[config.mk]
export PLATFORM = sky130hd
export DESIGN_NAME = rmq_sum
export DESIGN_NICKNAME = d
export VERILOG_FILES = /design/src/design/rmq_pkg.sv /design/src/design/rmq_sum.sv
export SDC_FILE = /design/constraint.sdc
export NUM_CORES = 1
export LEC_CHECK = 0
export BUFFER_PORTS_ARGS = -buffer_cell sky130_fd_sc_hd__buf_2
export CELL_PAD_IN_SITES_DETAIL_PLACEMENT = 1
export CELL_PAD_IN_SITES_GLOBAL_PLACEMENT = 1
export CORE_UTILIZATION = 49
export CTS_BUF_LIST = sky130_fd_sc_hd__clkbuf_8
export DETAILED_ROUTE_END_ITERATION = 16
export MAX_ROUTING_LAYER = met4
export PLACE_DENSITY = 0.93
export SYNTH_ARGS = -nofsm -noshare
export SYNTH_HDL_FRONTEND = slang
export SYNTH_SLANG_ARGS = --single-unit
[constraint.sdc]
create_clock -name i_clk -period 32.3 [get_ports i_clk]
set_input_delay 6.46 -clock i_clk [delete_from_list [all_inputs] [get_ports i_clk]]
set_output_delay 6.46 -clock i_clk [all_outputs]
set_load 0.01 [all_outputs]
[src/design/rmq_pkg.sv]
// ----------------------------------------------------------------------------
// rmq_pkg
// Shared types, widths and codes of the rotation matrix to quaternion core.
// ----------------------------------------------------------------------------
`default_nettype none

package rmq_pkg;

    localparam int FRAC_BITS_DEF = 14;
    localparam int DATA_W        = 16;
    localparam int PAIR_W        = 17;
    localparam int QUO_W         = 16;

    // axis codes, also the component order x y z w
    typedef logic [1:0] t_axis;
    localparam t_axis AXIS_X = 2'd0;
    localparam t_axis AXIS_Y = 2'd1;
    localparam t_axis AXIS_Z = 2'd2;
    localparam t_axis AXIS_W = 2'd3;

    // data that rides beside the square root pipeline
    typedef struct packed {
        t_axis                    big;
        logic                     bad;
        logic signed [PAIR_W-1:0] p0;
        logic signed [PAIR_W-1:0] p1;
        logic signed [PAIR_W-1:0] p2;
    } t_side;

    // width of a signed diagonal sum
    function automatic int e_width(input int fb);
        return ((fb + 2 > 18) ? fb + 2 : 18) + 1;
    endfunction

    // bits of the square root radicand (positive sum shifted by fb)
    function automatic int rad_width(input int fb);
        return e_width(fb) - 1 + fb;
    endfunction

    // bits of the integer square root
    function automatic int root_width(input int fb);
        return (rad_width(fb) + 1) / 2;
    endfunction

    // bits of the divisor, four times half the root
    function automatic int div_width(input int fb);
        return root_width(fb) + 1;
    endfunction

    // width of the divider remainder path
    function automatic int rem_width(input int fb);
        return ((PAIR_W + fb) > (div_width(fb) + QUO_W)) ?
               (PAIR_W + fb) : (div_width(fb) + QUO_W);
    endfunction

endpackage

`default_nettype wire

[src/design/rmq_sum.sv]
// ----------------------------------------------------------------------------
// rmq_sum
// Diagonal sums, largest-sum pick and off-diagonal pair selection, one stage.
// ----------------------------------------------------------------------------
`default_nettype none

module rmq_sum #(
    parameter int FRAC_BITS = rmq_pkg::FRAC_BITS_DEF
) (
    input  wire logic                                i_clk,
    input  wire logic                                i_rst_n,
    input  wire logic                                i_en,
    input  wire logic                                i_vld,
    input  wire logic signed [rmq_pkg::DATA_W-1:0]   i_m11, i_m12, i_m13,
    input  wire logic signed [rmq_pkg::DATA_W-1:0]   i_m21, i_m22, i_m23,
    input  wire logic signed [rmq_pkg::DATA_W-1:0]   i_m31, i_m32, i_m33,
    output logic                                     o_vld,
    output logic [rmq_pkg::e_width(FRAC_BITS)-2:0]   o_e,
    output rmq_pkg::t_side                           o_side
);
    localparam int EW = rmq_pkg::e_width(FRAC_BITS);
    localparam int PW = rmq_pkg::PAIR_W;

    logic signed [EW-1:0] a11, a22, a33, one;
    logic signed [EW-1:0] e0, e1, e2, e3, e_big;
    logic signed [PW-1:0] sxy, sxz, syz, dx, dy, dz;
    rmq_pkg::t_axis       big;
    rmq_pkg::t_side       n_side;
    logic                 r_vld;
    logic [EW-2:0]        r_e;
    rmq_pkg::t_side       r_side;

    // diagonal sums
    always_comb begin
        a11 = EW'(i_m11);
        a22 = EW'(i_m22);
        a33 = EW'(i_m33);
        one = EW'(1) << FRAC_BITS;
        e0  = a11 - a22 - a33 + one;
        e1  = a22 - a11 - a33 + one;
        e2  = a33 - a11 - a22 + one;
        e3  = a11 + a22 + a33 + one;
    end

    // largest sum, lower index wins a tie
    always_comb begin
        big   = rmq_pkg::AXIS_X;
        e_big = e0;
        if (e1 > e_big) begin
            big   = rmq_pkg::AXIS_Y;
            e_big = e1;
        end
        if (e2 > e_big) begin
            big   = rmq_pkg::AXIS_Z;
            e_big = e2;
        end
        if (e3 > e_big) begin
            big   = rmq_pkg::AXIS_W;
            e_big = e3;
        end
    end

    // off-diagonal pairs
    always_comb begin
        sxy = PW'(i_m12) + PW'(i_m21);
        sxz = PW'(i_m31) + PW'(i_m13);
        syz = PW'(i_m23) + PW'(i_m32);
        dx  = PW'(i_m23) - PW'(i_m32);
        dy  = PW'(i_m31) - PW'(i_m13);
        dz  = PW'(i_m12) - PW'(i_m21);
    end

    // pairs of the three minor components, in x y z w order
    always_comb begin
        n_side.big = big;
        n_side.bad = (e_big <= 0);
        case (big)
            rmq_pkg::AXIS_X: begin
                n_side.p0 = sxy; n_side.p1 = sxz; n_side.p2 = dx;
            end
            rmq_pkg::AXIS_Y: begin
                n_side.p0 = sxy; n_side.p1 = syz; n_side.p2 = dy;
            end
            rmq_pkg::AXIS_Z: begin
                n_side.p0 = sxz; n_side.p1 = syz; n_side.p2 = dz;
            end
            default: begin
                n_side.p0 = dx;  n_side.p1 = dy;  n_side.p2 = dz;
            end
        endcase
    end

    always_ff @(posedge i_clk) begin
        if (!i_rst_n) begin
            r_vld <= 1'b0;
        end else if (i_en) begin
            r_vld <= i_vld;
        end
    end

    always_ff @(posedge i_clk) begin
        if (i_en) begin
            r_e    <= e_big[EW-2:0];
            r_side <= n_side;
        end
    end

    assign o_vld  = r_vld;
    assign o_e    = r_e;
    assign o_side = r_side;
endmodule

`default_nettype wire

==> results.py <==
metrics = {
    "global_routing": {
        "grt_overflow": 0,
        "grt_pass1_vias": 15100,
        "antenna_found_initial": 4,
        "busiest_layer": "met2",
        "grt_use_met2": 0.576,
        "grt_util_all_layers": 0.337,
        "grt_max_degree": 74,
        "gr-usage-met3": 0.0450,
        "grt_pass1_wl_um": 78700,
        "grtUsageMet1": 0.401,
    },
    "floorplanning": {
        "rows": 63,
        "die_area_mm2": 0.0307,
        "io_pins": 221,
        "dieWidth_um": 175,
        "die_h_um": 175,
        "start_util": 0.498,
        "core-area_mm2": 0.0296,
    },
    "yosys": {
        "ys_warn_count": 0,
        "synth_edf_count": 72,
        "synth_top_area_share": 0.236,
        "synthesis.nets": 2305,
        "synth.area.top_cells": "ha_1 (24%), edfxtp_1 (15%), fa_1 (10%), inv_1 (7.6%), a21oi_1 (5.2%)",
        "synthFlopType": "edfxtp_1",
        "ys_async_sr_fraction": 0,
        "synthesis.area_mm2": 0.0147,
        "yosysSeqAreaShare": 0.148,
        "synth_seq_cells": 73,
        "synthCells": 1805,
        "ys_types": 80,
        "syn_area_per_cell_um2": 8.15,
        "yosysTopAreaCell": "ha_1",
    },
    "power": {
        "p_int_uw": 759,
        "switching_power_uw": 1050,
        "switching_share": 0.580,
        "power_frac_comb": 0.831,
        "p_per_area_mw_per_mm2": 110,
        "total_power_uw": 1810,
        "power.share.clock": 0.041,
        "ir_drop_mv": 0.114,
        "p_leak_uw": 0.00818,
        "power_frac_seq": 0.128,
    },
    "final_layout": {
        "fillers": 3732,
        "final_area_mm2": 0.0164,
        "drive_gt1_frac": 0.139,
        "fin_nets": 2502,
        "area_delta_synth_final_pct": 11.4,
    },
    "routing": {
        "vias": 14200,
        "wl_per_cell_um": 20.8,
        "first_pass_iters": 7,
        "drc": 0,
        "viasPerCell": 5.90,
        "wl_um": 50100,
        "detail-route-antenna-nets": 0,
        "drt-initial-drc-count": 729,
    },
    "sta": {
        "slew_viol_final": 0,
        "finalSetupViolCount": 0,
        "tightest_slew_ns": 1.19,
        "skew_ns": 0,
        "fmax_ghz": 0.0497,
        "slew_headroom": 0.195,
        "hold_viol_final": 0,
        "tns_ns": 0,
        "period_needed_ns": 20.11,
        "min_period_over_period": 0.623,
        "rsz0062_at_grt": "false",
    },
    "hold_path": {
        "hp-class": "reg2reg",
        "hold_depth": 2,
    },
    "setup_path": {
        "crit_type": "in2reg",
        "critPathTopFamily": "compound AO/OA/AOI/OAI gates",
        "critical_path_arrival_ns": 20.34,
        "crit_buf_inv": 6,
        "ff2ff_path_depth": 2,
        "max_stage_delay_ns": 0.94,
        "worstPathRequired_ns": 32.53,
        "crit_path_end_kind": "register",
        "crit_path_max_fanout": 46,
        "path_depth": 51,
        "cpMaxStageDelayCell": "and2_2",
        "cp-start-kind": "input pin",
    },
    "clocking": {
        "clkLatencyLatePin_ns": 0.38,
        "clock_sinks": 73,
        "path_clk_slew_ns": 0.10,
        "post_cts_buffers": 0,
        "htree_levels": 3,
        "cts_tree": "done",
        "ctsResizeCount": 0,
        "cts_max_path_buffers": 2,
        "cts_hold_buf": 0,
        "root_buffer": "clkbuf_8",
        "cts_buffers": 9,
    },
    "status": {
        "status": "completed",
    },
    "run": {
        "maxCapViolations": 0,
    },
    "placed_design": {
        "dpl_cell_area_mm2": 0.0162,
        "io_buffers": 220,
        "gp_congestion": 0.944,
        "post-dp-hpwl_um": 42300,
    },
}
-- tightest hold or removal path: cells and delay by family (launching register included) --
family / cells / cell delay, ns
multiplexers: 1 / 0.12
AND/OR/NAND/NOR: 1 / 0.06
flip-flops: 1 / 0.32
-- sequential cells by signal, summed over array words and instances (netlist names) --
name,count
o_vld,1
o_e,18
o_side,54
-- power by group through the flow --
stage / clock [µW] / combinational [µW] / sequential [µW]
6_report: 73.6 / 1500 / 232
5_1_grt: 76.1 / 1630 / 235
2_1_floorplan: 0 / 967 / 251
4_1_cts: 73.4 / 1470 / 231
3_5_place_dp: 0 / 1450 / 232
3_3_place_gp: 0 / 1390 / 232
-- metrics by stage --
step | setup slack, ns | hold slack (ns) | instances | utilization
6_report | 12.19 | 0.546 | 2401 | 0.554
5_1_grt | 11.27 | 0.576 | 2401 | 0.554
4_1_cts | 12.51 | 0.543 | 2397 | 0.554
3_5_place_dp | 12.19 | 0.522 | 2381 | 0.548
3_3_place_gp | 12.86 | 0.488 | 2381 | 0.548
2_1_floorplan | 15.09 | 0.538 | 1805 | -
-- synth_stat cells (19+ instances only) --
cell type	n
nor2_1	140
a21o_1	31
o21bai_1	23
xor2_1	31
mux2i_1	22
o211ai_1	30
a21oi_1	154
inv_1	299
nor3_1	25
nand2b_1	21
xnor2_1	74
nand2_1	120
o21ai_0	121
fa_1	74
ha_1	278
a21boi_0	19
edfxtp_1	72
clkbuf_1	32
-- area by class of cell --
class	instances	area [µm²]	area share
diodes	4	10.0	0.000611
clock buffers	9	124	0.00756
clock inverters	7	52.6	0.00321
well taps	390	488	0.0298
repair buffers	225	1140	0.0696
flip-flops and latches	73	2180	0.133
inverters	301	1130	0.0689
multi-input cells	1392	11300	0.687
-- worst paths after layout --
check	startpoint	to	slack, ns
min reg2reg	o_vld$_SDFFE_PN0P_	o_vld$_SDFFE_PN0P_	0.55
min	o_vld$_SDFFE_PN0P_	o_vld$_SDFFE_PN0P_	0.55
max	i_m11[3]	o_side[51]$_DFFE_PP_	12.19
max reg2reg	o_vld$_SDFFE_PN0P_	o_vld$_SDFFE_PN0P_	31.69
-- layer usage --
layer / up-vias / wire length (µm) / part of all wire
met2: 466 / 24500 / 0.49
met4: 0 / 1940 / 0.039
met1: 6969 / 20800 / 0.42
met5: - / 0 / 0
li1: 6617 / - / -
met3: 125 / 2740 / 0.055
-- cell families (layout without fill, tap and decap cells) --
kind of cell	after synthesis	in the layout	share of synthesized area
mux	28	28	0.0196
compound gates	504	504	0.218
xor+xnor	105	105	0.0625
other cells	0	4	0
flops	73	73	0.148
fa+ha+maj	354	354	0.339
simple gates	401	401	0.125
buf+inv	340	542	0.0876
-- layout by cell type, fill, tap and decap left out, drive strengths merged, types with 13 or more instances in the layout --
master | synthesis | final
o211ai | 32 | 32
nand3 | 15 | 15
xor2 | 31 | 31
mux2i | 22 | 22
nand2 | 121 | 121
a21oi | 155 | 155
buf | 7 | 225
ha | 278 | 278
a31oi | 13 | 13
nor3 | 25 | 25
fa | 74 | 74
a21o | 31 | 31
inv | 300 | 303
o21a | 16 | 16
a21boi | 20 | 20
nand2b | 21 | 21
edfxtp | 72 | 72
and3 | 14 | 14
o21bai | 23 | 23
a211oi | 14 | 14
nor2 | 141 | 141
o31ai | 13 | 13
xnor2 | 74 | 74
o21ai | 125 | 125
Note: power is estimated with default switching activity, not from simulation.
