[src/design/rmq_pkg.sv]
// ----------------------------------------------------------------------------
// rmq_pkg
// Shared types, widths and codes of the rotation matrix to quaternion core.
// ----------------------------------------------------------------------------
`default_nettype none

package rmq_pkg;

    localparam int FRAC_BITS_DEF = 14;
    localparam int DATA_W        = 16;
    localparam int PAIR_W        = 17;
    localparam int QUO_W         = 16;

    // axis codes, also the component order x y z w
    typedef logic [1:0] t_axis;
    localparam t_axis AXIS_X = 2'd0;
    localparam t_axis AXIS_Y = 2'd1;
    localparam t_axis AXIS_Z = 2'd2;
    localparam t_axis AXIS_W = 2'd3;

    // data that rides beside the square root pipeline
    typedef struct packed {
        t_axis                    big;
        logic                     bad;
        logic signed [PAIR_W-1:0] p0;
        logic signed [PAIR_W-1:0] p1;
        logic signed [PAIR_W-1:0] p2;
    } t_side;

    // width of a signed diagonal sum
    function automatic int e_width(input int fb);
        return ((fb + 2 > 18) ? fb + 2 : 18) + 1;
    endfunction

    // bits of the square root radicand (positive sum shifted by fb)
    function automatic int rad_width(input int fb);
        return e_width(fb) - 1 + fb;
    endfunction

    // bits of the integer square root
    function automatic int root_width(input int fb);
        return (rad_width(fb) + 1) / 2;
    endfunction

    // bits of the divisor, four times half the root
    function automatic int div_width(input int fb);
        return root_width(fb) + 1;
    endfunction

    // width of the divider remainder path
    function automatic int rem_width(input int fb);
        return ((PAIR_W + fb) > (div_width(fb) + QUO_W)) ?
               (PAIR_W + fb) : (div_width(fb) + QUO_W);
    endfunction

endpackage

`default_nettype wire

[src/design/rmq_div.sv]
// ----------------------------------------------------------------------------
// rmq_div
// Pipelined signed restoring divider with saturation for one minor component.
// ----------------------------------------------------------------------------
`default_nettype none

module rmq_div #(
    parameter int FRAC_BITS = rmq_pkg::FRAC_BITS_DEF
) (
    input  wire logic                                    i_clk,
    input  wire logic                                    i_rst_n,
    input  wire logic                                    i_en,
    input  wire logic                                    i_vld,
    input  wire logic signed [rmq_pkg::PAIR_W-1:0]       i_pair,
    input  wire logic [rmq_pkg::div_width(FRAC_BITS)-1:0] i_d,
    output logic                                         o_vld,
    output logic signed [rmq_pkg::DATA_W-1:0]            o_comp
);
    localparam int QW = rmq_pkg::QUO_W;
    localparam int DW = rmq_pkg::div_width(FRAC_BITS);
    localparam int WW = rmq_pkg::rem_width(FRAC_BITS);
    localparam int NS = QW + 1;

    logic              r_vld [NS];
    logic [WW-1:0]     r_rem [NS];
    logic [DW-1:0]     r_d   [NS];
    logic [QW-1:0]     r_q   [NS];
    logic              r_neg [NS];
    logic              r_ovf [NS];

    logic              neg_in;
    logic [rmq_pkg::PAIR_W-1:0] mag_in;
    logic [WW-1:0]     num_in;
    logic              big_q;

    // magnitude of the pair, scaled by the fraction bits
    always_comb begin
        neg_in = i_pair[rmq_pkg::PAIR_W-1];
        mag_in = neg_in ? rmq_pkg::PAIR_W'(-i_pair) : rmq_pkg::PAIR_W'(i_pair);
        num_in = WW'(mag_in) << FRAC_BITS;
    end

    genvar s;
    generate
        for (s = 0; s < NS; s++) begin : g_stage
            logic [WW-1:0] n_rem;
            logic [QW-1:0] n_q;
            logic          n_ovf;
            logic          vld_prev;
            logic [DW-1:0] d_prev;
            logic          neg_prev;

            if (s == 0) begin : g_first
                assign vld_prev = i_vld;
                assign d_prev   = i_d;
                assign neg_prev = neg_in;

                // quotient beyond the kept bits saturates
                always_comb begin
                    n_rem = num_in;
                    n_q   = '0;
                    n_ovf = (num_in >= (WW'(i_d) << QW));
                end
            end else begin : g_next
                logic [WW-1:0] sub;
                logic          ge;

                assign vld_prev = r_vld[s-1];
                assign d_prev   = r_d[s-1];
                assign neg_prev = r_neg[s-1];

                always_comb begin
                    sub   = WW'(r_d[s-1]) << (QW - s);
                    ge    = (r_rem[s-1] >= sub);
                    n_rem = ge ? (r_rem[s-1] - sub) : r_rem[s-1];
                    n_q   = r_q[s-1];
                    n_q[QW-s] = ge;
                    n_ovf = r_ovf[s-1];
                end
            end

            always_ff @(posedge i_clk) begin
                if (!i_rst_n) begin
                    r_vld[s] <= 1'b0;
                end else if (i_en) begin
                    r_vld[s] <= vld_prev;
                end
            end

            always_ff @(posedge i_clk) begin
                if (i_en) begin
                    r_rem[s] <= n_rem;
                    r_q[s]   <= n_q;
                    r_ovf[s] <= n_ovf;
                    r_d[s]   <= d_prev;
                    r_neg[s] <= neg_prev;
                end
            end
        end
    endgenerate

    // signed saturation of the quotient
    always_comb begin
        big_q = r_ovf[NS-1] | r_q[NS-1][QW-1];
        if (r_neg[NS-1]) begin
            o_comp = big_q ? {1'b1, {(rmq_pkg::DATA_W-1){1'b0}}}
                           : rmq_pkg::DATA_W'(-r_q[NS-1]);
        end else begin
            o_comp = big_q ? {1'b0, {(rmq_pkg::DATA_W-1){1'b1}}}
                           : rmq_pkg::DATA_W'(r_q[NS-1]);
        end
    end

    assign o_vld = r_vld[NS-1];
endmodule

`default_nettype wire

[config.mk]
export PLATFORM = sky130hd
export DESIGN_NAME = rmq_div
export DESIGN_NICKNAME = d
export VERILOG_FILES = /design/src/design/rmq_pkg.sv /design/src/design/rmq_div.sv
export SDC_FILE = /design/constraint.sdc
export NUM_CORES = 1
export LEC_CHECK = 0
export BUFFER_PORTS_ARGS = -buffer_cell sky130_fd_sc_hd__buf_2
export CORE_MARGIN = 1.5
export CORE_UTILIZATION = 60
export CTS_CLUSTER_DIAMETER = 120
export DETAILED_ROUTE_END_ITERATION = 6
export GPL_TIMING_DRIVEN = 0
export HOLD_SLACK_MARGIN = 0.1
export PLACE_DENSITY_LB_ADDON = 0.3
export REMOVE_ABC_BUFFERS = 1
export SYNTH_ARGS = -nofsm -noshare
export SYNTH_HDL_FRONTEND = slang
export SYNTH_SLANG_ARGS = --single-unit
[constraint.sdc]
create_clock -name i_clk -period 4.74 [get_ports i_clk]
set_input_delay 0.948 -clock i_clk [delete_from_list [all_inputs] [get_ports i_clk]]
set_output_delay 0.948 -clock i_clk [all_outputs]
set_load 0.05 [all_outputs]
==> impl_metrics.json, run 1 <==
{
  "status": "finished, final reports clean",
  "synth_ff_type": "edfxtp_1",
  "ios": 55,
  "final_common_cell": "edfxtp_1",
  "ys_top_cells_by_area": "edfxtp_1 (57%), ha_1 (7.9%), xnor2_1 (3.4%)",
  "min_path_type": "flop to flop",
  "cts_sinks": 852,
  "drt-wirelength-per-cell_um": 17.4,
  "clk_latency_ns": 0.64,
  "ys_types": 86,
  "reg2regPathDepth": 11,
  "drt_wl_total_mm": 88.0,
  "postSynthAreaPerCell_um2": 11.5,
  "reg2reg_to": "r_rem[0][491]$_DFFE_PP_",
  "grt.total_usage_pct": 22.9,
  "die_area_um2": 77000,
  "synth_seq_cells": 852,
  "finalCritPeriodShare_pct": 94.0,
  "fmax_ghz": 0.224,
  "clk_pin_slew_ns": 0.06,
  "layout-drive-gt1-share_pct": 7.00,
  "hold_start": "r_q[0][222]$_DFFE_PP_",
  "maxCapViolCount": 0,
  "final_max_slew_viol_count": 0,
  "synth_enable_flop_cells": 851,
  "rrSetupSlack_ns": 0.28,
  "total_power_mw": 27.1,
  "setup_viol": 0,
  "holdPathEnd": "r_q[0][238]$_DFFE_PP_",
  "synthArstFlopShare_pct": 0,
  "postSynthCellCount": 3925,
  "port_buffers": 54,
  "ys_seq_area_share_pct": 56.5,
  "crit_arrival_ns": 4.82,
  "endpoint_kind": "flop",
  "drtIter0Drc": 1857,
  "hold_viol": 0,
  "syn_area_um2": 45200,
  "dp.final_hpwl_mm": 63.7,
  "min_path_cells": 0,
  "seqCellArea_um2": 25600,
  "ir_drop_mv": 0.390,
  "synthXorXnorAreaFrac_pct": 6.37,
  "synth_adder_area_share_pct": 8.60,
  "skew_ns": 0.0343,
  "multi_input_area_um2": 18000,
  "drtAntennaViolNets": 0,
  "rsz0062_at_grt": "no",
  "post-cts-setup-buffers": 0,
  "setup_ws_ns": 0.282,
  "fin_nets": 4353,
  "ctsResizeCount": 0,
  "fill_cells": 5474,
  "grt_max_degree": 137,
  "cts_htree_levels": 3,
  "route.detailed.drc": 0,
  "synth_warnings": 0,
  "period_minus_slack_ns": 4.46,
  "num_vias": 29400,
  "clock_path_buffers": 3,
  "grt_first_pass_wirelength_mm": 142,
  "coreArea_um2": 74600,
  "die_x_um": 278,
  "leakage_nw": 19.3,
  "max_slew.worst_pin.slew_ns": 1.19,
  "start_util_pct": 60.6,
  "crit_required_ns": 5.11,
  "rr_startpoint": "r_d[0][237]$_DFFE_PP_",
  "area_growth_pct": 9.93,
  "synthMuxAreaShare_pct": 1.13,
  "routabilityCongestion": 0.920,
  "synth_top_family_by_area": "simple AND/OR/NAND/NOR gates",
  "crit_type": "flop to flop",
  "slew_headroom_pct": 20.6,
  "cts_root_buf": "clkbuf_16",
  "cts_tree": "built",
  "rows": 100,
  "critPathMaxFanout": 35,
  "hold_buffers": 0,
  "place_ws_ns": 0.0332,
  "grt.overflow.total": 0,
  "final_cell_mix": "edfxtp_1 (851), inv_1 (369), nand2_1 (325)",
  "cts-buffers-inserted": 91,
  "synth_top_area_share_pct": 56.5,
  "startpoint_type": "flop",
  "power_density_nw_per_um2": 546,
  "synth_compound_area_share_pct": 11.7,
  "first_global_vias": 29500,
  "die_h_um": 278,
  "num_antenna_cells": 0,
  "yosys.area_share.simple_pct": 11.9,
  "antenna_found_initial": 0,
  "yosys.area.top_type": "edfxtp_1",
  "via_per_inst": 5.81,
  "first_pass_iters": 6
}
metal layers:
layer / global-route usage [%] / vias to the layer above / routed length [um]
li1: - / 14600 / -
met1: 23.5 / 13900 / 32600
met2: 44.6 / 659 / 47100
met3: 2.81 / 273 / 3110
met4: 13.1 / 0 / 5170
met5: 0 / - / 0
power by group:
group	switching, mW	internal, mW	leakage, nW	total [mW]
registers	0.965	10.4	8.22	11.3
logic	5.04	3.77	9.67	8.82
clock network	2.88	4.08	1.43	6.96
total	8.89	18.2	19.3	27.1
cell usage after synthesis, drive strengths merged, types with 33 or more instances:
| cell | n |
|---|---|
| nand2 | 325 |
| nand3 | 65 |
| nand2b | 65 |
| nor3 | 95 |
| xnor2 | 173 |
| nor2 | 236 |
| xor2 | 156 |
| clkbuf | 66 |
| o21a | 40 |
| mux2 | 41 |
| a21oi | 240 |
| nand4 | 43 |
| ha | 287 |
| a21o | 83 |
| nor2b | 48 |
| nor4 | 47 |
| inv | 371 |
| o31ai | 34 |
| edfxtp | 851 |
| o21ai | 284 |
| and3 | 33 |
worst max-delay path by stage:
| stage | start | endpoint | slack (ns) |
|---|---|---|---|
| after floorplan | r_d[0][154]$_DFFE_PP_ | r_rem[0][362]$_DFFE_PP_ | 0.41 |
| after global placement | i_en | r_vld[11]$_DFFE_PP_ | -10.21 |
| after detailed placement | i_pair[0] | r_ovf[0][0]$_DFFE_PP_ | 0.03 |
| after CTS | r_rem[0][287]$_DFFE_PP_ | r_rem[0][323]$_DFFE_PP_ | 0.30 |
| after global routing | r_d[0][237]$_DFFE_PP_ | r_rem[0][491]$_DFFE_PP_ | 0.08 |
| final | r_d[0][237]$_DFFE_PP_ | r_rem[0][491]$_DFFE_PP_ | 0.28 |
cells by family (layout without fill, tap and decap cells):
family                     after synthesis  count (layout)
and+or+nand+nor                       1084            1084
AOI/OAI and AO/OA                      865             865
DFF                                    852             852
buffers and inverters                  447             607
xor gates and xnor gates               329             329
adders and majority gates              302             302
muxes                                   46              46
flip-flops by register name, summed over array words and instances (netlist names):
signal  count
r_rem     393
r_d       272
r_q       136
r_neg      17
r_ovf      17
r_vld      17
area by class of cell:
cell class | count | share of cell area (%)
clock buffers | 100 | 4.69
inverters | 371 | 2.80
repair buffers | 71 | 1.24
multi-input cells | 2626 | 36.2
flip-flops and latches | 852 | 51.4
clock inverters | 65 | 1.17
well taps | 969 | 2.44
worst max-delay path: stages (launching register included):
cell and delay (ns):
edfxtp_1 0.35, inv_1 0.05, ha_1 0.36, a2111oi_0 0.60, nand2_1 0.20, or4_1 0.52
nor2_1 0.19, o311a_1 0.99, inv_1 0.39, nand4_1 0.29, nor3_1 0.09, xor2_1 0.14
per-stage QoR:
stage	hold WS [ns]	util [%]	cells	setup TNS, ns	cell area, um2
after floorplan	0.400	-	3849	0	44900
after global placement	0.401	62.2	4872	-8471.42	46400
after detailed placement	0.405	62.8	4889	0	46800
after CTS	0.401	66.7	5054	0	49700
after global routing	0.404	66.7	5054	0	49700
final	0.399	66.7	5054	0	49700
Note: power is estimated with default switching activity, not from simulation.
==> run 2, diff against run 1 <==
==> constraint.sdc (replaced) <==
create_clock -name i_clk -period 4.74 [get_ports i_clk]
set_input_delay 0.237 -clock i_clk [delete_from_list [all_inputs] [get_ports i_clk]]
set_output_delay 0.237 -clock i_clk [all_outputs]
set_load 0.05 [all_outputs]
==> run 2 against run 1 <==
Against the previous run:
- combinational power rose by 0.5%
- final area rose by 0.77%
- sequential power barely moved
- die area did not move
- largest cell class unchanged
- fmax rose by 0.44%
- sequential cell count did not move
- routed wire length rose by 1.3%
- clock power barely moved
- clock skew barely moved
==> impl_metrics.json, run 2 (synthesis results as in run 1) <==
{
  "status": "finished, final reports clean",
  "regMostFlops": "r_rem",
  "critPathMaxFanout": 35,
  "first_pass_iters": 6,
  "grt_max_degree": 137,
  "drtAntennaViolNets": 0,
  "clk_latency_ns": 0.63,
  "finalCritPeriodShare_pct": 93.6,
  "cpPeakStageDelay_ns": 0.98,
  "clk_pin_slew_ns": 0.06,
  "hold_viol": 0,
  "max_slew.worst_pin.slew_ns": 1.18,
  "slowest_stage": "o311a_1",
  "crit_arrival_ns": 4.80,
  "post-cts-setup-buffers": 0,
  "crit_top_cell": "inv_1",
  "dp.final_hpwl_mm": 63.7,
  "min_path_type": "input pin to flop",
  "coreArea_um2": 74600,
  "fmax_ghz": 0.225,
  "final_max_slew_viol_count": 0,
  "drt-wirelength-per-cell_um": 17.5,
  "fin_area_um2": 50100,
  "topRoutingLayerUsed": "met4",
  "startpoint_type": "flop",
  "cts_htree_levels": 3,
  "grt_first_pass_wirelength_mm": 144,
  "ios": 55,
  "cts_tree": "built",
  "fin_nets": 4391,
  "period_minus_slack_ns": 4.44,
  "slew_headroom_pct": 21.3,
  "maxCapViolCount": 0,
  "skew_ns": 0.0343,
  "via_per_inst": 5.81,
  "reg_top3": "r_rem (393), r_d (272), r_q (136)",
  "setup_viol": 0,
  "crit_chain": "inv_1, ha_1, a2111oi_0, nand2_1, or4_1, nor2_1, o311a_1, inv_1, nand4_1, nor3_1, xor2_1",
  "crit_required_ns": 5.10,
  "met1Wirelength_mm": 33.0,
  "cts_root_buf": "clkbuf_16",
  "antenna_found_initial": 1,
  "drtIter0Drc": 1980,
  "die_h_um": 278,
  "cts_sinks": 852,
  "cts-buffers-inserted": 91,
  "largest_reg_flops": 393,
  "routabilityCongestion": 0.920,
  "power_density_nw_per_um2": 542,
  "num_vias": 29600,
  "ir_drop_mv": 0.389,
  "postLayoutCoreUtil_pct": 67.2,
  "area_growth_pct": 10.8,
  "wl_met3_mm": 3.15,
  "clock_path_buffers": 3,
  "die_x_um": 278,
  "rows": 100,
  "final_cell_mix": "edfxtp_1 (851), inv_1 (369), nand2_1 (325)",
  "rsz0062_at_grt": "no",
  "fill_cells": 5403,
  "crit_type": "flop to flop",
  "final_common_cell": "edfxtp_1",
  "wl_met2_mm": 48.0,
  "leakage_nw": 19.5,
  "drt_wl_total_mm": 89.2,
  "crit_family": "compound AO/OA/AOI/OAI gates",
  "endpoint_kind": "flop",
  "port_buffers": 54,
  "num_antenna_cells": 0,
  "cp.buffers_inverters": 2,
  "first_global_vias": 29800,
  "grt.total_usage_pct": 23.2,
  "die_area_um2": 77000,
  "route.detailed.drc": 0,
  "layout-drive-gt1-share_pct": 6.94,
  "grt.overflow.total": 0,
  "placed_area_um2": 46800,
  "start_util_pct": 60.6
}
-- run 2: cell count changes in the layout (fill, tap and decap cells not counted), sizes merged --
cell | previous run | this run
dlygate4sd3 | 0 | 38
-- run 2: what timing repair did --
| item | CTS | global route |
|---|---|---|
| gates resized for setup | 0 | 0 |
| hold buffers | 38 | 0 |
| endpoints found under the hold margin | 48 | 0 |
| setup endpoints to repair | 0 | 0 |
-- run 2: report_power, final --
part / switching, mW / internal [mW]
sequential: 0.965 / 10.4
combinational: 5.06 / 3.79
clock: 2.89 / 4.08
total: 8.91 / 18.3
-- run 2: per-stage QoR --
stage / setup TNS [ns] / instances / hold slack (ns) / power (mW) / setup slack (ns)
2_1_floorplan: 0 / 3849 / 0.336 / 17.9 / 0.407
3_3_place_gp: -7854.27 / 4872 / 0.401 / 20.0 / -9.50
3_5_place_dp: 0 / 4889 / 0.405 / 20.1 / 0.330
4_1_cts: 0 / 5092 / 0.110 / 27.2 / 0.302
5_1_grt: 0 / 5092 / 0.141 / 28.7 / 0.0804
6_report: 0 / 5092 / 0.131 / 27.2 / 0.302
-- run 2: cell type report --
class	instances	area, um2	share of cell area, %
clock buffer	100	2330	4.66
clock inverter	65	579	1.16
tap	969	1210	2.42
inverter	371	1390	2.78
multi-input combinational	2626	18000	36.0
sequential	852	25600	51.0
timing repair buffer	109	996	1.99
-- run 2: worst paths after layout --
path | from | end | slack, ns | cells past startpoint
setup reg to reg | r_d[0][237]$_DFFE_PP_ | r_rem[0][491]$_DFFE_PP_ | 0.30 | 11
hold reg to reg | r_q[0][222]$_DFFE_PP_ | r_q[0][238]$_DFFE_PP_ | 0.40 | 0
setup / recovery | r_d[0][237]$_DFFE_PP_ | r_rem[0][491]$_DFFE_PP_ | 0.30 | 11
hold / removal | i_en | r_q[0][93]$_DFFE_PP_ | 0.13 | 1
-- run 2: routing by layer --
metal  vias up  GRT usage [%]
met5         -              0
met4         0           13.2
li1      14600              -
met1     14000           23.7
met3       267           2.92
met2       645           45.2
