--- src/design/rmq_pkg.sv ---
// ----------------------------------------------------------------------------
// rmq_pkg
// Shared types, widths and codes of the rotation matrix to quaternion core.
// ----------------------------------------------------------------------------
`default_nettype none

package rmq_pkg;

    localparam int FRAC_BITS_DEF = 14;
    localparam int DATA_W        = 16;
    localparam int PAIR_W        = 17;
    localparam int QUO_W         = 16;

    // axis codes, also the component order x y z w
    typedef logic [1:0] t_axis;
    localparam t_axis AXIS_X = 2'd0;
    localparam t_axis AXIS_Y = 2'd1;
    localparam t_axis AXIS_Z = 2'd2;
    localparam t_axis AXIS_W = 2'd3;

    // data that rides beside the square root pipeline
    typedef struct packed {
        t_axis                    big;
        logic                     bad;
        logic signed [PAIR_W-1:0] p0;
        logic signed [PAIR_W-1:0] p1;
        logic signed [PAIR_W-1:0] p2;
    } t_side;

    // width of a signed diagonal sum
    function automatic int e_width(input int fb);
        return ((fb + 2 > 18) ? fb + 2 : 18) + 1;
    endfunction

    // bits of the square root radicand (positive sum shifted by fb)
    function automatic int rad_width(input int fb);
        return e_width(fb) - 1 + fb;
    endfunction

    // bits of the integer square root
    function automatic int root_width(input int fb);
        return (rad_width(fb) + 1) / 2;
    endfunction

    // bits of the divisor, four times half the root
    function automatic int div_width(input int fb);
        return root_width(fb) + 1;
    endfunction

    // width of the divider remainder path
    function automatic int rem_width(input int fb);
        return ((PAIR_W + fb) > (div_width(fb) + QUO_W)) ?
               (PAIR_W + fb) : (div_width(fb) + QUO_W);
    endfunction

endpackage

`default_nettype wire

--- src/design/rmq_sqrt.sv ---
// ----------------------------------------------------------------------------
// rmq_sqrt
// Pipelined integer square root, one root bit per register stage.
// ----------------------------------------------------------------------------
`default_nettype none

module rmq_sqrt #(
    parameter int FRAC_BITS = rmq_pkg::FRAC_BITS_DEF
) (
    input  wire logic                                   i_clk,
    input  wire logic                                   i_rst_n,
    input  wire logic                                   i_en,
    input  wire logic                                   i_vld,
    input  wire logic [rmq_pkg::rad_width(FRAC_BITS)-1:0] i_rad,
    output logic                                        o_vld,
    output logic [rmq_pkg::root_width(FRAC_BITS)-1:0]   o_root
);
    localparam int RADW = rmq_pkg::rad_width(FRAC_BITS);
    localparam int RW   = rmq_pkg::root_width(FRAC_BITS);

    logic              r_vld  [RW];
    logic [RW+1:0]     r_rem  [RW];
    logic [RW-1:0]     r_root [RW];
    logic [2*RW-1:0]   r_rad  [RW];

    genvar k;
    generate
        for (k = 0; k < RW; k++) begin : g_stage
            logic          vld_in;
            logic [RW+1:0] rem_in, rem_sh, trial;
            logic [RW-1:0] root_in;
            logic [2*RW-1:0] rad_in;
            logic          ge;

            // stage input
            if (k == 0) begin : g_first
                assign vld_in  = i_vld;
                assign rem_in  = '0;
                assign root_in = '0;
                assign rad_in  = (2*RW)'(i_rad);
            end else begin : g_next
                assign vld_in  = r_vld[k-1];
                assign rem_in  = r_rem[k-1];
                assign root_in = r_root[k-1];
                assign rad_in  = r_rad[k-1];
            end

            // trial subtract of one root digit
            always_comb begin
                rem_sh = {rem_in[RW-1:0], rad_in[2*RW-1 -: 2]};
                trial  = {root_in, 2'b01};
                ge     = (rem_sh >= trial);
            end

            always_ff @(posedge i_clk) begin
                if (!i_rst_n) begin
                    r_vld[k] <= 1'b0;
                end else if (i_en) begin
                    r_vld[k] <= vld_in;
                end
            end

            always_ff @(posedge i_clk) begin
                if (i_en) begin
                    r_rem[k]  <= ge ? (rem_sh - trial) : rem_sh;
                    r_root[k] <= {root_in[RW-2:0], ge};
                    r_rad[k]  <= {rad_in[2*RW-3:0], 2'b00};
                end
            end
        end
    endgenerate

    assign o_vld  = r_vld[RW-1];
    assign o_root = r_root[RW-1];
endmodule

`default_nettype wire

--- config.mk ---
export PLATFORM = sky130hd
export DESIGN_NAME = rmq_sqrt
export DESIGN_NICKNAME = d
export VERILOG_FILES = /design/src/design/rmq_pkg.sv /design/src/design/rmq_sqrt.sv
export SDC_FILE = /design/constraint.sdc
export NUM_CORES = 1
export LEC_CHECK = 0
export BUFFER_PORTS_ARGS = -buffer_cell sky130_fd_sc_hd__buf_2
export CORE_MARGIN = 2
export CORE_UTILIZATION = 57
export DETAILED_ROUTE_END_ITERATION = 10
export HOLD_SLACK_MARGIN = 0.15
export PLACE_DENSITY_LB_ADDON = 0.2
export SETUP_SLACK_MARGIN = 0.4
export SLEW_MARGIN = 20
export SYNTH_ARGS = -nofsm -noshare
export SYNTH_HDL_FRONTEND = slang
export SYNTH_SLANG_ARGS = --single-unit
export TNS_END_PERCENT = 20
--- constraint.sdc ---
create_clock -name i_clk -period 2.7 [get_ports i_clk]
set_input_delay 0.135 -clock i_clk [delete_from_list [all_inputs] [get_ports i_clk]]
set_output_delay 0.135 -clock i_clk [all_outputs]
set_load 0.005 [all_outputs]
==> flow_metrics.tcl, run 1 <==
set metrics [dict create \
    maxClockFrequency_mhz 387.6 \
    max-vdd-ir-drop_uv 891.4 \
    critical_path.max_fanout 8 \
    power_share_of_the_sequential_group 0.468 \
    critPathLaunchType "flop" \
    setup_viol 0 \
    clock_group_share_of_total_power 0.335 \
    total_power_mw 26.72 \
    grt_pass1_vias 16690 \
    timing.max_slew.rel_slack 0.5089 \
    final_max_slew_viol_count 0 \
    initial_core_util 0.5757 \
    netSwitchingPower_mw 6.908 \
    postSynthNetCount 2250 \
    report.final.hold_viol_count 0 \
    layout-area-overhead-vs-synth_pct 24.21 \
    cells_after_synth 2062 \
    viasPerCell 5.540 \
    synthArstFlopShare 0 \
    critical_path_type "flop to flop" \
    tightest_slew_ns 0.7289 \
    grt_usage 0.2090 \
    cts_buffers 61 \
    postSynthAreaPerCell_sq_um 13.61 \
    drcViolationCount 0 \
    clock-skew-final_ns 0.01804 \
    netSwitchingFraction 0.2585 \
    power_frac_comb 0.197 \
    clkSlewWorstSetupHoldPaths_ns 0.06 \
    antenna_cells_inserted 0 \
    dieHeight_um 225.9 \
    ys_top_cells_by_area "sky130_fd_sc_hd__edfxtp_1 66%, sky130_fd_sc_hd__ha_1 6.8%, sky130_fd_sc_hd__xnor2_1 2.7%" \
    antenna_left 0 \
    final_util 0.7151 \
    placed_cell_area_sq_um 29850 \
    min_period_ns 2.580 \
    final_design_area_excluding_fillers_sq_um 34860 \
    ys_dominant_reg_cell "sky130_fd_sc_hd__edfxtp_1" \
    powerDensity_nw_per_um2 766.6 \
    rsz0062_at_grt "yes" \
    hold_class "primary input to flop" \
    rows 81 \
    sequential_cell_area_sq_um 18490 \
    tritoncts_clock_tree "done" \
    worst_setup_path_end_kind "flop" \
    routabilityCongestion 0.8874 \
    clock-root-buffer "sky130_fd_sc_hd__clkbuf_16" \
    synthDominantAreaCellType "sky130_fd_sc_hd__edfxtp_1" \
    antenna_found_initial 2 \
    final_critical_path_setup_slack_ns 0.1199 \
    synth_edf_count 615 \
    dp_slack_ns -0.1326 \
    routed-via-count 17110 \
    synth-seq-area-share 0.6587 \
    final_layout_size_suffix_gt1_frac 0.2438 \
    drv.max_cap_violation_count 0 \
    final.period_utilization 0.9556 \
    final_wirelength_um 54710 \
    ys_types 80 \
    synth.top_cell.area_share 0.6580 \
    yosys-top-cells-count "615 x sky130_fd_sc_hd__edfxtp_1, 171 x sky130_fd_sc_hd__inv_1, 152 x sky130_fd_sc_hd__ha_1" \
    outcome "complete, no violations" \
    fin_nets 2560 \
    num-fill-cells 3131 \
    wire_length_of_the_first_global_routing_pass_um 84600 \
    detailed_placer_s_ending_hpwl_um 34070 \
    ioPinCount 53 \
    firstDrtPassIters 5 \
    cts-htree-levels 2 \
    total_leakage_power_nw 13.51 \
    dieArea_sq_um 51030 \
    number_of_flip_flops_and_latches_in_the_synthesized_netlist 616 \
    ctsLongestPathBuffers 3 \
    power.internal_mw 19.82 \
    critical_path_required_ns 3.10 \
    post_drt_wl_per_cell_um 17.72 \
    latest_clock_arrival_within_the_worst_skew_pair_ns 0.65 \
    floorplan.die.width_um 225.9 \
    global_route.overflow_total 0 \
    critPathArrivalTime_ns 2.98 \
    synth_area_sq_um 28070 \
    port_buffers 52 \
    dr.first_iter.drc_count 1276 \
    multi_input_area_sq_um 10250 \
    ys_warn_count 0 \
    clock_sink_count 616 \
    grt_max_degree 78 \
    finalHoldWorstSlack_ns 0.2052 \
    core-area_sq_um 48750 \
    post-synth-top-count-cell "sky130_fd_sc_hd__edfxtp_1" \
]
==> stage by stage <==
| stage | TNS (ns) | std cells |
|---|---|---|
| after global placement | -1.091 | 2813 |
| after floorplan | 0 | 2062 |
| after global routing | 0 | 3088 |
| after CTS | 0 | 3028 |
| after detailed placement | -1.330 | 2813 |
| final | 0 | 3088 |
==> logic make-up after synthesis <==
kind of cell               share of synthesized area
other                                      0.0001336
muxes                                        0.02109
and+or+nand+nor                              0.09166
DFF                                           0.6587
AOI/OAI and AO/OA                            0.08185
xor gates and xnor gates                     0.05051
adders and majority gates                    0.06776
buffers and inverters                        0.02826
==> timing repair <==
| action | CTS | global route |
|---|---|---|
| buffers inserted | 60 | 56 |
| endpoints found under the hold margin | 80 | 0 |
| gates resized for setup | 113 | 173 |
| hold buffers | 37 | 0 |
| setup endpoints to repair | 168 | 196 |
| pin swaps | 37 | 53 |
| gates cloned | 3 | 4 |
==> critical path, stage by stage (launching register included) <==
cell                       delay (ns)
sky130_fd_sc_hd__edfxtp_1        0.44
sky130_fd_sc_hd__ha_4            0.28
sky130_fd_sc_hd__a21oi_1         0.19
sky130_fd_sc_hd__o31a_1          0.25
sky130_fd_sc_hd__o21ai_2         0.10
sky130_fd_sc_hd__a211o_1         0.29
sky130_fd_sc_hd__a31oi_4         0.21
sky130_fd_sc_hd__buf_6           0.13
sky130_fd_sc_hd__buf_12          0.12
sky130_fd_sc_hd__mux2_1          0.33
==> flip-flops by register name, summed over array words and instances, names as in the netlist <==
signal	flops
r_rem	224
r_rad	240
r_vld	16
r_root	136
==> layer usage <==
layer,GRT usage,wire length [um],part of all wire,vias to the layer above
met4,0.05576,1036,0.019,0
li1,-,-,-,8276
met2,0.3547,27400,0.50,425
met3,0.03656,3066,0.056,97
met1,0.2797,23200,0.42,8310
met5,0,0,0,-
==> path summary, 6_finish.rpt <==
path                               start                     end  depth (start not counted)  slack, ns
setup / recovery  r_rem[6][21]$_DFFE_PP_   r_rem[7][7]$_DFFE_PP_                          9       0.12
hold / removal                  i_rad[0]   r_rad[0][0]$_DFFE_PP_                          2       0.21
setup reg to reg  r_rem[6][21]$_DFFE_PP_   r_rem[7][7]$_DFFE_PP_                          9       0.12
hold reg to reg   r_rad[6][20]$_DFFE_PP_  r_rad[7][22]$_DFFE_PP_                          0       0.41
==> power by group through the flow <==
stage	Sequential (mW)	Combinational, mW	Clock [mW]
6_report	12.5	5.28	8.94
3_3_place_gp	12.6	3.98	0
4_1_cts	12.5	4.67	9.10
5_1_grt	12.6	5.78	9.48
2_1_floorplan	12.4	3.02	0
3_5_place_dp	12.7	4.09	0
==> cells in the final DEF (no fill, tap or decap), types with 22 or more instances in the layout <==
cell type                         n
sky130_fd_sc_hd__nor2_1         123
sky130_fd_sc_hd__dlygate4sd3_1   37
sky130_fd_sc_hd__a21oi_1         89
sky130_fd_sc_hd__and3_1          30
sky130_fd_sc_hd__nand2b_1        22
sky130_fd_sc_hd__o21a_1          25
sky130_fd_sc_hd__buf_2           51
sky130_fd_sc_hd__edfxtp_1       615
sky130_fd_sc_hd__ha_1           101
sky130_fd_sc_hd__xor2_1          74
sky130_fd_sc_hd__inv_1          156
sky130_fd_sc_hd__a21o_1          29
sky130_fd_sc_hd__nand2_1        105
sky130_fd_sc_hd__clkbuf_16       65
sky130_fd_sc_hd__o21ai_0         50
sky130_fd_sc_hd__ha_4            38
sky130_fd_sc_hd__o21ai_1         39
sky130_fd_sc_hd__mux2_4          34
sky130_fd_sc_hd__buf_4          143
sky130_fd_sc_hd__xnor2_1         84
sky130_fd_sc_hd__nor3_1          32
sky130_fd_sc_hd__a21oi_2         24
==> cell type report <==
class / instances / area share
clock inverters: 41 / 0.01550
multi-input cells: 1241 / 0.2941
flip-flops and latches: 616 / 0.5303
clock buffers: 74 / 0.04662
repair buffers: 274 / 0.07035
inverters: 178 / 0.01931
well taps: 664 / 0.02383
Power figures use the tool's default switching activity.
==> run 2, diff against run 1 <==
--- a/config.mk
+++ b/config.mk
@@ -7,7 +7,7 @@
 export LEC_CHECK = 0
 export BUFFER_PORTS_ARGS = -buffer_cell sky130_fd_sc_hd__buf_2
 export CORE_MARGIN = 2
-export CORE_UTILIZATION = 57
+export CORE_UTILIZATION = 55
 export DETAILED_ROUTE_END_ITERATION = 10
 export HOLD_SLACK_MARGIN = 0.15
 export PLACE_DENSITY_LB_ADDON = 0.2
==> run 2 against run 1 <==
  * Critical path depth is 1 higher
  * Hold slack better by 0.044 ns
  * Global-route usage is 1.2 points lower
  * Clock-buffer cell count is 6 higher
  * Via count is 1.1% lower
  * Clock power is 1% higher
  * Final cell count is 0.42% lower
  * Non-clock buffer count is 24 lower
  * Setup slack better by 0.022 ns
  * Wire length is 2.5% lower
  * Maximum frequency is 0.85% higher
  * Largest cell class unchanged
  * Highest routed layer unchanged
==> flow_metrics.tcl, run 2 (synthesized netlist as in run 1, its figures left out) <==
set metrics [dict create \
    drv.max_cap_violation_count 0 \
    fin_nets 2543 \
    clkSlewWorstSetupHoldPaths_ns 0.06 \
    layout.cells.most_common "sky130_fd_sc_hd__edfxtp_1" \
    floorplan.die.width_um 229.9 \
    clock-root-buffer "sky130_fd_sc_hd__clkbuf_16" \
    routabilityCongestion 0.8713 \
    grt_usage 0.1968 \
    port_buffers 52 \
    initial_core_util 0.5583 \
    clock_group_share_of_total_power 0.341 \
    cts_buffers 67 \
    final_wirelength_um 53350 \
    antenna_found_initial 0 \
    power.internal_mw 19.78 \
    largest_registers "r_rad: 240 flops, r_rem: 224 flops, r_root: 136 flops" \
    cell_count_of_the_worst_hold_path 2 \
    timing.rr.end "r_rem[7][5]$_DFFE_PP_" \
    layout.cells.most_common_list "615 x sky130_fd_sc_hd__edfxtp_1, 155 x sky130_fd_sc_hd__inv_1, 129 x sky130_fd_sc_hd__nor2_1, 129 x sky130_fd_sc_hd__buf_4, 107 x sky130_fd_sc_hd__ha_1" \
    critical_path_required_ns 3.03 \
    timing.max_slew.rel_slack 0.3658 \
    maxClockFrequency_mhz 390.9 \
    worstReg2RegStart "r_root[13][0]$_DFFE_PP_" \
    hold_class "primary input to flop" \
    routed-via-count 16930 \
    ctsLongestPathBuffers 3 \
    final_design_area_excluding_fillers_sq_um 34410 \
    largest_register_ffs 240 \
    critPathArrivalTime_ns 2.89 \
    dieArea_sq_um 52850 \
    tritoncts_clock_tree "done" \
    viasPerCell 5.505 \
    global_route.overflow_total 0 \
    worst_r2r_path_depth 10 \
    rsz0062_at_grt "yes" \
    min_period_ns 2.558 \
    total_power_mw 26.61 \
    grt_max_degree 99 \
    layout-area-overhead-vs-synth_pct 22.59 \
    final.period_utilization 0.9476 \
    antenna_left 0 \
    core-area_sq_um 50270 \
    final_max_slew_viol_count 0 \
    power_share_of_the_sequential_group 0.470 \
    dr.first_iter.drc_count 1192 \
    grt_pass1_vias 16950 \
    latest_clock_arrival_within_the_worst_skew_pair_ns 0.60 \
    reg2reg_slack_ns 0.14 \
    power_frac_comb 0.189 \
    worst_setup_path_end_kind "flop" \
    critical_path_type "flop to flop" \
    finished_layout_cells 3075 \
    antenna_cells_inserted 0 \
    total_leakage_power_nw 13.31 \
    setup_viol 0 \
    outcome "complete, no violations" \
    tightest_slew_ns 0.9413 \
    netSwitchingPower_mw 6.826 \
    firstDrtPassIters 5 \
    clock-skew-final_ns 0.02667 \
    ioPinCount 53 \
    wire_length_of_the_first_global_routing_pass_um 83770 \
    critical_path.max_fanout 15 \
    report.final.hold_viol_count 0 \
    cts-htree-levels 3 \
    placed_cell_area_sq_um 29970 \
    clock_sink_count 616 \
    post-place-cells 2837 \
    critPathLaunchType "flop" \
    netSwitchingFraction 0.2565 \
    dieHeight_um 229.9 \
    holdCritStartpoint "i_rad[25]" \
    post_drt_wl_per_cell_um 17.35 \
    num-fill-cells 3500 \
    detailed_placer_s_ending_hpwl_um 34070 \
    rows 82 \
    final_layout_size_suffix_gt1_frac 0.2243 \
    max-vdd-ir-drop_uv 619.0 \
    powerDensity_nw_per_um2 773.3 \
    hold_path_end "r_rad[0][25]$_DFFE_PP_" \
    drcViolationCount 0 \
    regMostFlops "r_rad" \
]
==> run 2: what timing repair did <==
item                                    4_1_cts  5_1_grt
buffers inserted                             33       45
endpoints found under the hold margin        99        0
endpoints found under the setup margin      158      195
cloned                                        2        4
resized for setup                            87      151
pin swaps                                    32       52
hold buffers                                 37        0
==> run 2: worst max path at each step <==
| stage | from | endpoint | slack (ns) | cells after the start |
|---|---|---|---|---|
| 5_1_grt | r_root[8][7]$_DFFE_PP_ | r_rem[4][31]$_DFFE_PP_ | -0.005 | 7 |
| 6_report | r_root[13][0]$_DFFE_PP_ | r_rem[7][5]$_DFFE_PP_ | 0.14 | 10 |
| 2_1_floorplan | r_rem[5][5]$_DFFE_PP_ | r_rem[5][23]$_DFFE_PP_ | 0.19 | 9 |
| 4_1_cts | r_rem[6][3]$_DFFE_PP_ | r_rem[6][32]$_DFFE_PP_ | 0.07 | 9 |
| 3_3_place_gp | r_rem[4][28]$_DFFE_PP_ | r_rem[5][9]$_DFFE_PP_ | -0.09 | 7 |
| 3_5_place_dp | r_rem[4][28]$_DFFE_PP_ | r_rem[5][4]$_DFFE_PP_ | -0.07 | 7 |
==> run 2: metal layers <==
metal / vias up / part of all wire / global-route usage
li1: 8251 / - / -
met1: 8173 / 0.43 / 0.2590
met2: 398 / 0.49 / 0.3249
met3: 106 / 0.053 / 0.03795
met4: 0 / 0.027 / 0.07601
met5: - / 0 / 0
==> run 2: cell type report <==
type / instances / area, sq um / share of cell area
Sequential cell: 616 / 18490 / 0.5373
Multi-Input combinational cell: 1242 / 10100 / 0.2936
Timing Repair Buffer: 250 / 2137 / 0.06211
Clock buffer: 80 / 1747 / 0.05077
Tap cell: 672 / 840.8 / 0.02444
Inverter: 178 / 668.1 / 0.01942
Clock inverter: 37 / 424.2 / 0.01233
==> run 2: through the flow <==
step | hold WS [ns] | util | TNS (ns) | setup slack [ns]
2_1_floorplan | 0.2339 | - | 0 | 0.1881
3_3_place_gp | 0.3116 | 0.5961 | -0.1766 | -0.09338
3_5_place_dp | 0.3131 | 0.5961 | -0.1265 | -0.06578
4_1_cts | 0.2140 | 0.6608 | 0 | 0.06885
5_1_grt | 0.2231 | 0.6844 | -0.004808 | -0.004808
6_report | 0.2489 | 0.6844 | 0 | 0.1416
==> run 2: worst max-delay path, stage by stage (launching register included) <==
cell and delay, ns:
sky130_fd_sc_hd__edfxtp_1 0.40, sky130_fd_sc_hd__inv_2 0.09, sky130_fd_sc_hd__ha_4 0.21, sky130_fd_sc_hd__nor2b_4 0.13
sky130_fd_sc_hd__nor3_2 0.10, sky130_fd_sc_hd__o31a_1 0.24, sky130_fd_sc_hd__o21ai_2 0.09, sky130_fd_sc_hd__a211o_1 0.33
sky130_fd_sc_hd__a31oi_4 0.17, sky130_fd_sc_hd__buf_12 0.19, sky130_fd_sc_hd__mux2_1 0.34
==> run 2: power groups by stage <==
stage	registers (mW)	logic [mW]	clock network, mW
final	12.5	5.04	9.06
after CTS	12.5	4.47	9.25
after global placement	12.6	4.00	0
after floorplan	12.4	3.02	0
after global routing	12.6	5.53	9.67
after detailed placement	12.6	4.13	0
